## config.mk

```make
export PLATFORM = sky130hd
export DESIGN_NAME = neighbor_station_table_top
export DESIGN_NICKNAME = d
export VERILOG_FILES = /design/src/rtl/nst_pkg.sv /design/src/rtl/nst_ctrl.sv /design/src/rtl/nst_dp.sv /design/src/rtl/neighbor_station_table_top.sv
export VERILOG_INCLUDE_DIRS = /design/src /design/src/rtl
export SDC_FILE = /design/constraint.sdc
export NUM_CORES = 2
export LEC_CHECK = 0
export BUFFER_PORTS_ARGS = -buffer_cell sky130_fd_sc_hd__buf_2
export CAP_MARGIN = 20
export CORE_UTILIZATION = 23
export CTS_CLUSTER_SIZE = 10
export DETAILED_ROUTE_END_ITERATION = 16
export GPL_TIMING_DRIVEN = 1
export PLACE_DENSITY_LB_ADDON = 0.1
export SYNTH_ARGS = -nofsm -noshare
export SYNTH_HDL_FRONTEND = slang
export SYNTH_SLANG_ARGS = --single-unit
export TNS_END_PERCENT = 30
```

## constraint.sdc

```tcl
create_clock -name clk -period 27.4 [get_ports clk]
set_input_delay 2.74 -clock clk [delete_from_list [all_inputs] [get_ports clk]]
set_output_delay 2.74 -clock clk [all_outputs]
set_load 0.01 [all_outputs]
```

## src/rtl/assert_macros.svh

```systemverilog
// ----------------------------------------------------------------------------
// Assertion macros
// Concurrent assertion wrappers clocked on clk and disabled during rst_n.
// ----------------------------------------------------------------------------
`ifndef ASSERT_MACROS_SVH
`define ASSERT_MACROS_SVH
`ifndef SYNTHESIS
`define NST_ASSERT(label, prop) \
    label: assert property (@(posedge clk) disable iff (!rst_n) prop) \
        else $error("neighbor station table assertion failed");
`define NST_ASSERT_NEVER(label, cond) `NST_ASSERT(label, !(cond))
`else
`define NST_ASSERT(label, prop)
`define NST_ASSERT_NEVER(label, cond)
`endif
`endif

```

## src/rtl/nst_pkg.sv

```systemverilog
// ----------------------------------------------------------------------------
// Neighbor station table package
// Word types, entry layout, operation codes and controller command types.
// ----------------------------------------------------------------------------
package nst_pkg;

    localparam logic [1:0] MODE_REGISTER  = 2'd0;
    localparam logic [1:0] MODE_BEST_RSSI = 2'd1;
    localparam logic [1:0] MODE_READ      = 2'd2;

    localparam logic signed [7:0] NO_RSSI = -8'sd128;
    localparam logic [30:0]       MAX_AGE_RESET = 31'd10;

    typedef struct packed {
        logic [1:0]         mode;
        logic [47:0]        mac;
        logic [3:0]         mcs;
        logic signed [7:0]  rssi;
        logic signed [7:0]  snr;
        logic [30:0]        time_s;
        logic [15:0]        length;
        logic [3:0]         entry_index;
    } req_word_t;

    typedef struct packed {
        logic [4:0]         entry_count;
        logic               found;
        logic [3:0]         slot;
        logic signed [7:0]  best_rssi;
        logic [47:0]        out_mac;
        logic [3:0]         out_mcs;
        logic signed [7:0]  out_rssi;
        logic signed [7:0]  out_snr;
        logic [30:0]        out_last_rx;
        logic [31:0]        out_bytes;
        logic [31:0]        out_packets;
    } rsp_word_t;

    typedef struct packed {
        logic [47:0]        mac;
        logic [3:0]         mcs;
        logic signed [7:0]  rssi;
        logic signed [7:0]  snr;
        logic [30:0]        last_rx;
        logic [31:0]        bytes;
        logic [31:0]        packets;
    } entry_t;

    typedef struct packed {
        logic start;
        logic scan;
        logic commit;
        logic load;
    } ctrl_cmd_t;

    typedef struct packed {
        logic scan_done;
    } dp_status_t;

endpackage

```

## src/rtl/nst_ctrl.sv

```systemverilog
// ----------------------------------------------------------------------------
// Neighbor station table controller
// Sequences accept, table scan, write back and result hand-off.
// ----------------------------------------------------------------------------
module nst_ctrl
    import nst_pkg::*;
(
    input  logic       clk,
    input  logic       rst_n,
    input  logic       req_valid,
    output logic       req_stall,
    output logic       rsp_valid,
    input  logic       rsp_stall,
    input  dp_status_t status,
    output ctrl_cmd_t  cmd
);

    localparam logic [1:0] ST_IDLE   = 2'd0;
    localparam logic [1:0] ST_SCAN   = 2'd1;
    localparam logic [1:0] ST_COMMIT = 2'd2;
    localparam logic [1:0] ST_DONE   = 2'd3;

    logic [1:0] state_reg;
    logic [1:0] state_next;
    logic       rsp_valid_reg;
    logic       rsp_valid_next;

    assign req_stall = (state_reg != ST_IDLE);
    assign rsp_valid = rsp_valid_reg;

    always_comb
    begin
        state_next     = state_reg;
        rsp_valid_next = rsp_valid_reg && rsp_stall;
        cmd            = '0;
        unique case (state_reg)
            ST_IDLE:
            begin
                if (req_valid)
                begin
                    cmd.start  = 1'b1;
                    state_next = ST_SCAN;
                end
            end
            ST_SCAN:
            begin
                cmd.scan = 1'b1;
                if (status.scan_done)
                begin
                    state_next = ST_COMMIT;
                end
            end
            ST_COMMIT:
            begin
                cmd.commit = 1'b1;
                state_next = ST_DONE;
            end
            ST_DONE:
            begin
                if (!rsp_valid_reg || !rsp_stall)
                begin
                    cmd.load       = 1'b1;
                    rsp_valid_next = 1'b1;
                    state_next     = ST_IDLE;
                end
            end
            default:
            begin
                state_next = ST_IDLE;
            end
        endcase
    end

    always_ff @(posedge clk or negedge rst_n)
    begin
        if (!rst_n)
        begin
            state_reg     <= ST_IDLE;
            rsp_valid_reg <= 1'b0;
        end
        else
        begin
            state_reg     <= state_next;
            rsp_valid_reg <= rsp_valid_next;
        end
    end

endmodule

```

## src/rtl/nst_dp.sv

```systemverilog
// ----------------------------------------------------------------------------
// Neighbor station table datapath
// Entry memory, one-entry-per-cycle scan for match, oldest and best RSSI,
// write back, age limit register and result register.
// ----------------------------------------------------------------------------
module nst_dp
    import nst_pkg::*;
#(
    parameter int MAX_ENTRIES = 16
)
(
    input  logic        clk,
    input  logic        rst_n,
    input  req_word_t   req_word,
    input  ctrl_cmd_t   cmd,
    output dp_status_t  status,
    input  logic        cfg_valid,
    output logic        cfg_ready,
    input  logic [30:0] cfg_data,
    output rsp_word_t   rsp_word
);

    localparam int IW   = $clog2(MAX_ENTRIES);
    localparam int CW   = $clog2(MAX_ENTRIES + 1);
    localparam int CMPW = (CW > 4) ? CW : 4;

    entry_t entry_mem [MAX_ENTRIES];

    req_word_t         req_reg;
    logic [CW-1:0]     occ_reg;
    logic [CW-1:0]     occ_next;
    logic [CW-1:0]     issue_reg;
    logic [CW-1:0]     issue_next;
    logic              rd_vld_reg;
    logic [IW-1:0]     rd_idx_reg;
    entry_t            rd_data_reg;
    logic              hit_reg;
    logic [IW-1:0]     hit_idx_reg;
    logic [31:0]       hit_bytes_reg;
    logic [31:0]       hit_packets_reg;
    logic [IW-1:0]     old_idx_reg;
    logic [30:0]       old_time_reg;
    logic signed [7:0] best_reg;
    entry_t            cap_reg;
    logic [IW-1:0]     slot_reg;
    logic [IW-1:0]     slot_next;
    logic [30:0]       max_age_reg;
    rsp_word_t         rsp_reg;
    rsp_word_t         rsp_next;

    logic        issue_go;
    logic [31:0] age;
    logic        recent;
    logic        mac_eq;
    logic        is_full;
    logic        mem_we;
    entry_t      wdata;
    logic        read_found;

    assign cfg_ready        = 1'b1;
    assign status.scan_done = (issue_reg == occ_reg) && !rd_vld_reg;
    assign rsp_word         = rsp_reg;

    assign issue_go = cmd.scan && (issue_reg != occ_reg);
    assign age      = {1'b0, req_reg.time_s} - {1'b0, rd_data_reg.last_rx};
    assign recent   = $signed(age) <= $signed({1'b0, max_age_reg});
    assign mac_eq   = (rd_data_reg.mac == req_reg.mac);
    assign is_full  = (occ_reg == CW'(MAX_ENTRIES));
    assign mem_we   = cmd.commit && (req_reg.mode == MODE_REGISTER);
    assign read_found = (CMPW'(req_reg.entry_index) < CMPW'(occ_reg));

    always_comb
    begin
        priority if (hit_reg)
        begin
            slot_next = hit_idx_reg;
        end
        else if (!is_full)
        begin
            slot_next = occ_reg[IW-1:0];
        end
        else
        begin
            slot_next = old_idx_reg;
        end
    end

    always_comb
    begin
        wdata.mac     = req_reg.mac;
        wdata.mcs     = req_reg.mcs;
        wdata.rssi    = req_reg.rssi;
        wdata.snr     = req_reg.snr;
        wdata.last_rx = req_reg.time_s;
        wdata.bytes   = hit_reg ? (hit_bytes_reg + 32'(req_reg.length))
                                : 32'(req_reg.length);
        wdata.packets = hit_reg ? (hit_packets_reg + 32'd1) : 32'd1;
    end

    always_comb
    begin
        occ_next = occ_reg;
        if (mem_we && !hit_reg && !is_full)
        begin
            occ_next = occ_reg + CW'(1);
        end
    end

    always_comb
    begin
        issue_next = issue_reg;
        if (cmd.start)
        begin
            issue_next = '0;
        end
        else if (issue_go)
        begin
            issue_next = issue_reg + CW'(1);
        end
    end

    always_comb
    begin
        rsp_next             = '0;
        rsp_next.entry_count = 5'(occ_reg);
        unique case (req_reg.mode)
            MODE_REGISTER:
            begin
                rsp_next.found = hit_reg;
                rsp_next.slot  = 4'(slot_reg);
            end
            MODE_BEST_RSSI:
            begin
                rsp_next.best_rssi = best_reg;
            end
            MODE_READ:
            begin
                if (read_found)
                begin
                    rsp_next.found       = 1'b1;
                    rsp_next.out_mac     = cap_reg.mac;
                    rsp_next.out_mcs     = cap_reg.mcs;
                    rsp_next.out_rssi    = cap_reg.rssi;
                    rsp_next.out_snr     = cap_reg.snr;
                    rsp_next.out_last_rx = cap_reg.last_rx;
                    rsp_next.out_bytes   = cap_reg.bytes;
                    rsp_next.out_packets = cap_reg.packets;
                end
            end
            default:
            begin
                rsp_next.found = 1'b0;
            end
        endcase
    end

    always_ff @(posedge clk or negedge rst_n)
    begin
        if (!rst_n)
        begin
            occ_reg     <= '0;
            issue_reg   <= '0;
            rd_vld_reg  <= 1'b0;
            max_age_reg <= MAX_AGE_RESET;
        end
        else
        begin
            occ_reg    <= occ_next;
            issue_reg  <= issue_next;
            rd_vld_reg <= issue_go;
            if (cfg_valid && cfg_ready)
            begin
                max_age_reg <= cfg_data;
            end
        end
    end

    always_ff @(posedge clk)
    begin
        if (mem_we)
        begin
            entry_mem[slot_next] <= wdata;
        end
        if (issue_go)
        begin
            rd_data_reg <= entry_mem[issue_reg[IW-1:0]];
            rd_idx_reg  <= issue_reg[IW-1:0];
        end
    end

    always_ff @(posedge clk)
    begin
        if (cmd.start)
        begin
            req_reg  <= req_word;
            hit_reg  <= 1'b0;
            best_reg <= NO_RSSI;
        end
        else if (rd_vld_reg)
        begin
            if (!hit_reg && mac_eq)
            begin
                hit_reg         <= 1'b1;
                hit_idx_reg     <= rd_idx_reg;
                hit_bytes_reg   <= rd_data_reg.bytes;
                hit_packets_reg <= rd_data_reg.packets;
            end
            if ((rd_idx_reg == '0) || (rd_data_reg.last_rx < old_time_reg))
            begin
                old_idx_reg  <= rd_idx_reg;
                old_time_reg <= rd_data_reg.last_rx;
            end
            if (recent && ($signed(rd_data_reg.rssi) > best_reg))
            begin
                best_reg <= rd_data_reg.rssi;
            end
            if (CMPW'(rd_idx_reg) == CMPW'(req_reg.entry_index))
            begin
                cap_reg <= rd_data_reg;
            end
        end
        if (cmd.commit)
        begin
            slot_reg <= slot_next;
        end
        if (cmd.load)
        begin
            rsp_reg <= rsp_next;
        end
    end

endmodule

```

## src/rtl/neighbor_station_table_top.sv

```systemverilog
// ----------------------------------------------------------------------------
// Neighbor station table
// Table of radio neighbors keyed by MAC with oldest-entry eviction, best
// recent RSSI query and read by slot.
//
//   Channel | Direction | Handshake          | Word
//   req     | in        | req_valid/stall    | req_word_t
//   rsp     | out       | rsp_valid/stall    | rsp_word_t
//   cfg     | in        | cfg_valid/ready    | max_age_s, 31 bits
//
// Each accepted word is handled in order: the scan reads one entry per cycle
// of the occupied entries through the single read port, then the write back
// (register mode only) and the result load follow. The next word is accepted
// only after that load.
// Words are handled one at a time; a new word is accepted while the previous
// result still waits in the output register, and a finished word waits until
// that result is taken.
// Reset empties the table and sets max_age_s to 10.
// ----------------------------------------------------------------------------
`include "assert_macros.svh"

module neighbor_station_table_top
    import nst_pkg::*;
#(
    parameter int MAX_ENTRIES = 16
)
(
    input  logic        clk,
    input  logic        rst_n,
    input  logic        req_valid,
    output logic        req_stall,
    input  req_word_t   req_word,
    output logic        rsp_valid,
    input  logic        rsp_stall,
    output rsp_word_t   rsp_word,
    input  logic        cfg_valid,
    output logic        cfg_ready,
    input  logic [30:0] cfg_data
);

    ctrl_cmd_t  cmd;
    dp_status_t status;

    nst_ctrl u_ctrl (
        .clk       (clk),
        .rst_n     (rst_n),
        .req_valid (req_valid),
        .req_stall (req_stall),
        .rsp_valid (rsp_valid),
        .rsp_stall (rsp_stall),
        .status    (status),
        .cmd       (cmd)
    );

    nst_dp #(
        .MAX_ENTRIES (MAX_ENTRIES)
    ) u_dp (
        .clk       (clk),
        .rst_n     (rst_n),
        .req_word  (req_word),
        .cmd       (cmd),
        .status    (status),
        .cfg_valid (cfg_valid),
        .cfg_ready (cfg_ready),
        .cfg_data  (cfg_data),
        .rsp_word  (rsp_word)
    );

    `NST_ASSERT(a_accept_then_busy, (req_valid && !req_stall) |=> req_stall)
    `NST_ASSERT(a_rsp_from_load, $rose(rsp_valid) |-> $past(cmd.load))
    `NST_ASSERT(a_cmd_exclusive, $onehot0(cmd))
    `NST_ASSERT(a_load_when_free, cmd.load |-> (!rsp_valid || !rsp_stall))

endmodule

```

# Word level (Yosys, flattened, before mapping)
# Memory sizes are Yosys's and may differ from the RTL's. A register that Yosys moved wholly into a read port is not among the register bits.
# Index checks and enable logic that the tools add are counted.
# totals
regBits,630
latchBits,0
mem_bits_rw,2608
rom_bits,0
input_bits,157
out_inout_bits,184
wordCells,114
mem_count,1
# classes
n_addsub,5
mul,0
div,0
order_cmp,4
n_eq_ne,13
shift,0
muxes,22
bitwise_logic,1
n_reduce_logical,27
# mem_list
name,depth,word_bits,read_ports,rd_clocked_by_memory_dff,wr,line_no,rtl
u_dp.entry_mem,16,163,1,1,1,nst_dp.sv:27,entry_t entry_mem [MAX_ENTRIES];
# ops
cell,n
32-bit two-way mux,2
48-bit equality test,1
"32-bit by 1-bit adder with 32-bit output, second input constant",1
32-bit by 16-bit adder with 32-bit output,1
32-bit <= comparator,1
31-bit by 31-bit subtractor with 32-bit output,1
31-bit < comparator,1
3-bit AND reduction,4
1-bit two-way mux,11
"5-bit by 1-bit adder with 5-bit output, second input constant",2
5-bit two-way mux,2
8-bit greater-than comparator,1
1-bit logical AND,8
4-bit two-way mux,2
2-bit one-hot mux with 4 select lines,1
"2-bit equality test, second input constant",3
2-bit two-way mux,3
2-bit AND reduction,3
5-bit equality test,1
"5-bit equality test, second input constant",1
1-bit zero test,5
4-bit by 5-bit < comparator with 1-bit output,1
5-bit inequality test,1
"2-bit by 1-bit equality test with 1-bit output, second input constant",2
9 further kinds,13

# Depth between registers and ports, before layout
# depth
word_depth,5
depth_mapped,23
mapped_depth_nobuf,22

# Modules after synthesis
# From an unflattened synthesis, not the netlist that was laid out.
# unflattened
cells_unflattened,5674
hier_area_um2,129280.2
# modules_own_cells
module,instances,cells_each,area_per_inst_um2,seq_area_each_um2
nst_dp,1,5654,129052.5,101740.1
nst_ctrl,1,20,227.7,75.1

# Worst setup path before layout
# No wires, ideal clock.
# synth_timing
kind,input to register
from,in rsp_stall
to,"reg u_dp.rsp_reg, in the netlist u_dp.rsp_word[0], enable pin"
setup_ns,1.000
arrival_time_ns,15.741
required_ns,26.400
setup_slack_ns,10.659
path_stages,1
n_path_buf,0
cell_sequence,a21boi_0
# synth_via
elab_chain_cells,4
# synth_lines
element,line_no,rtl
from (decl),neighbor_station_table_top.sv:34,"input logic rsp_stall,"
1-bit zero test,nst_ctrl.sv:60,if (!rsp_valid_reg || !rsp_stall)
1-bit logical OR,nst_ctrl.sv:60,
1-bit two-way mux,nst_ctrl.sv:60,
1-bit two-way mux,nst_ctrl.sv:36,unique case (state_reg)
to (signal assigned),nst_dp.sv:228,rsp_reg <= rsp_next;
to (decl),nst_dp.sv:48,rsp_word_t rsp_reg;
# No other way between the ends.
# A chain may end at the register's enable or synchronous reset.

# Worst setup path in the final report
# layout_timing
from,reg u_dp.req_reg[20] in the netlist's numbering
to,reg u_dp.best_reg[2]
# layout_via
elab_chain_cells,4
# layout_lines
element,line_no,rtl
from (decl),nst_dp.sv:29,req_word_t req_reg;
from (signal assigned),nst_dp.sv:195,req_reg <= req_word;
31-bit by 31-bit subtractor with 32-bit output,nst_dp.sv:65,"assign age = {1'b0, req_reg.time_s} - {1'b0, rd_data_reg.last_rx};"
32-bit <= comparator,nst_dp.sv:66,"assign recent = $signed(age) <= $signed({1'b0, max_age_reg});"
1-bit logical AND,nst_dp.sv:213,if (recent && ($signed(rd_data_reg.rssi) > best_reg))
2-bit AND reduction (no line),--,
to (signal assigned),nst_dp.sv:215,best_reg <= rd_data_reg.rssi;
to (decl),nst_dp.sv:43,logic signed [7:0] best_reg;
# No other way between the ends.

==> out/qor.csv <==
metric;value;unit
status;completed;
RSZ-0062 raised after global routing;no;
largest net degree at the start of global routing;122;
hold path startpoint;u_dp.rd_data_reg[114];
Worst Setup Start Kind;register;
vias in the first global route;64350;
final hold vios;0;
most area-consuming cells after synthesis;edfxtp_1 (78%), mux4_2 (14%), ha_1 (1.2%);
CTS tree;yes;
GRT busiest layer;met2;
reg2reg start;u_dp.req_reg[20];
Post-synth EDFFs;3347;
num rows;274;
cells along the critical path;inv_1 -> ha_1 -> fa_1 -> nor2b_1 -> o31a_1 -> o31ai_1 -> a21boi_1 -> a31oi_1 -> o31a_1 -> o21ai_1 -> o211ai_1 -> xnor2_1 -> ha_1 -> nand4_1 -> nor4_1 -> a221oi_1 -> o221ai_1 -> o211ai_1 -> o221ai_1 -> o21ai_2 -> nand3_1 -> o31ai_1;
worst hold path class;reg2reg;
dpl hpwl;208700;um
Crit Path Category;reg2reg;
Max IR drop VDD;0.05512;mV
Relative slew margins;24.78;%
Post-CTS Setup Bufs;0;
CTS max path bufs;4;
kind of cell adding the most delay to the critical path;compound AO/OA/AOI/OAI gates;
Worst Setup End Kind;register;
Clock Latency Late Sink;1.00;ns
Finished Cell Area;152800;um^2
I/O pins;341;
core box area;557800;um^2
Clock Tree Root;clkbuf_16;
crit path from;u_dp.req_reg[20];
Tcrit/Tclk final;20.43;%
pre-CTS WS;20.09;ns
DR vias/cell;4.241;
Cells after Synth;5648;
Leak;0.04859;uW
met3 Use GR;1.964;%
Multi-input gate area;26080;um^2
worst-margin pin slew;1.123;ns
wirelength, routed;394900;um
Final WS setup;21.80;ns
share of post-route cells with drive strength above 1;27.90;%
synth warn;0;
Synthesized Nets;5935;
maxcap violations;0;
top_reg_cell synth;edfxtp_1;
minimum clock period;5.598;ns
Port Buffers;339;
clock-pin slew reported for the worst setup and hold paths after clock tree synthesis;0.05;ns
# setup viols final;0;
Placed Area;140800;um^2
fin nets;6611;
vias post-DR;59520;
Slew Limit Fails;0;
Post-CTS Resized;0;
H-Tree Level Count;5;
die area;564100;um^2
Biggest register;u_dp.entry_mem;
Num CTS Buffers;408;
post-route insts no fill;14030;
height of the die;751.1;um
First-pass DRT Iterations;6;
antenna-violating nets left;0;
Mapped Area;129100;um^2
filler instances;55110;
synthesis-stage register bit count;3401;
Worst Path Buf+Inv;1;
GR Util met2;23.07;%
total track usage;13.73;%
setup_tns;0;ns
die width;751.1;um
dpl cells;13350;
fmax;178.6;MHz
antenna violations before repair;35;
drt drc;0;
global-route wire length before repair;541900;um
CP peak stage delay;0.69;ns
area share of the largest cell type after synthesis;77.88;%
sequential-to-total area share from yosys stat;78.89;%
Max Clock Skew;0.09240;ns
wire per inst;28.14;um
Routability Congestion;0.7006;
Post-synth ARST share;1.323;%
Avg Synthesized Cell Area;22.85;um^2
Worst Hold Slack;0.3838;ns
Distinct cells, synth;61;
register area;101800;um^2
CP required;28.23;ns
starting density of the core;23.14;%
grt total ovfl;0;
hold_buf cts;0;
Clock Sinks;3401;
max reg flops;2608;
slowest cell on the critical path;edfxtp_1;
leading area contributor after synthesis;edfxtp_1;
Layout area overhead;18.36;%
most frequent cells in the layout;edfxtp_1 (3347), mux4_2 (815), clkbuf_16 (412), buf_2 (338), and2_1 (204);
leading cell type in the layout, fill and taps excluded;edfxtp_1;
met1 Resource Use GR;18.82;%
PD cells;93.06;nW/um^2
Initial DRC Count;4654;
worst endpoint data arrival time;6.42;ns
crit-path max FO;17;
layer usage:
layer | part of all wire [%] | wire length (um)
met2 | 49 | 191500
met5 | 0.019 | 75
met3 | 4.2 | 16530
met1 | 45 | 178000
met4 | 2.2 | 8777
through the flow:
step | util [%] | power, uW
2_1_floorplan | - | 8381
3_3_place_gp | 25.23 | 9502
6_report | 27.39 | 14220
3_5_place_dp | 25.24 | 9497
5_1_grt | 27.38 | 14870
4_1_cts | 27.36 | 14550
worst reg2reg max path, delay by kind of cell (launching register included):
kind / cells / cell delay [ns]
and+or+nand+nor: 4 / 0.96
DFF: 1 / 0.69
buffers and inverters: 1 / 0.10
adders and majority gates: 3 / 0.94
AOI/OAI and AO/OA: 13 / 2.67
xor gates and xnor gates: 1 / 0.15
synth_stat cells, drive strengths merged, types with 43 or more instances:
library cell and number:
nand2 99, xor2 46, edfxtp 3347, a21oi 56, mux4 815, inv 128, buf 76, nor2 67
dfrtp 43, xnor2 80, and2 204, o21ai 86, ha 128, clkbuf 151
path summary, 6_finish.rpt:
kind | to | slack (ns) | cells after the start
setup / recovery | u_dp.best_reg[2] | 21.80 | 22
hold / removal | u_dp.cap_reg[114] | 0.38 | 0
setup reg to reg | u_dp.best_reg[2] | 21.80 | 22
hold reg to reg | u_dp.cap_reg[114] | 0.38 | 0
max in group asynchronous | u_dp.issue_reg[0] | 24.76 | 1
min in group asynchronous | u_dp.max_age_reg[24] | 1.83 | 1
layout make-up:
class,instances,share of cell area (%)
multi-input cells,1892,17.07
flip-flops and latches,3401,66.67
diodes,11,0.01802
well taps,7452,6.104
repair buffers,493,2.065
clock buffers,568,7.198
inverters,128,0.3194
clock inverters,89,0.5578
power by group:
group / internal (uW) / total (uW) / switching, uW
clock network: 2820 / 4950 / 2140
registers: 6310 / 6690 / 385
logic: 1090 / 2570 / 1480
total: 10200 / 14200 / 4000
kinds of logic after synthesis:
| group | Yosys count | synth area share [%] |
|---|---|---|
| xor gates and xnor gates | 126 | 0.8551 |
| AOI/OAI and AO/OA | 267 | 1.319 |
| other | 1 | 0.002906 |
| DFF | 3401 | 78.89 |
| adders and majority gates | 130 | 1.272 |
| and+or+nand+nor | 533 | 2.231 |
| buffers and inverters | 355 | 1.041 |
| muxes | 835 | 14.39 |
(Power assumes the default switching activity.)
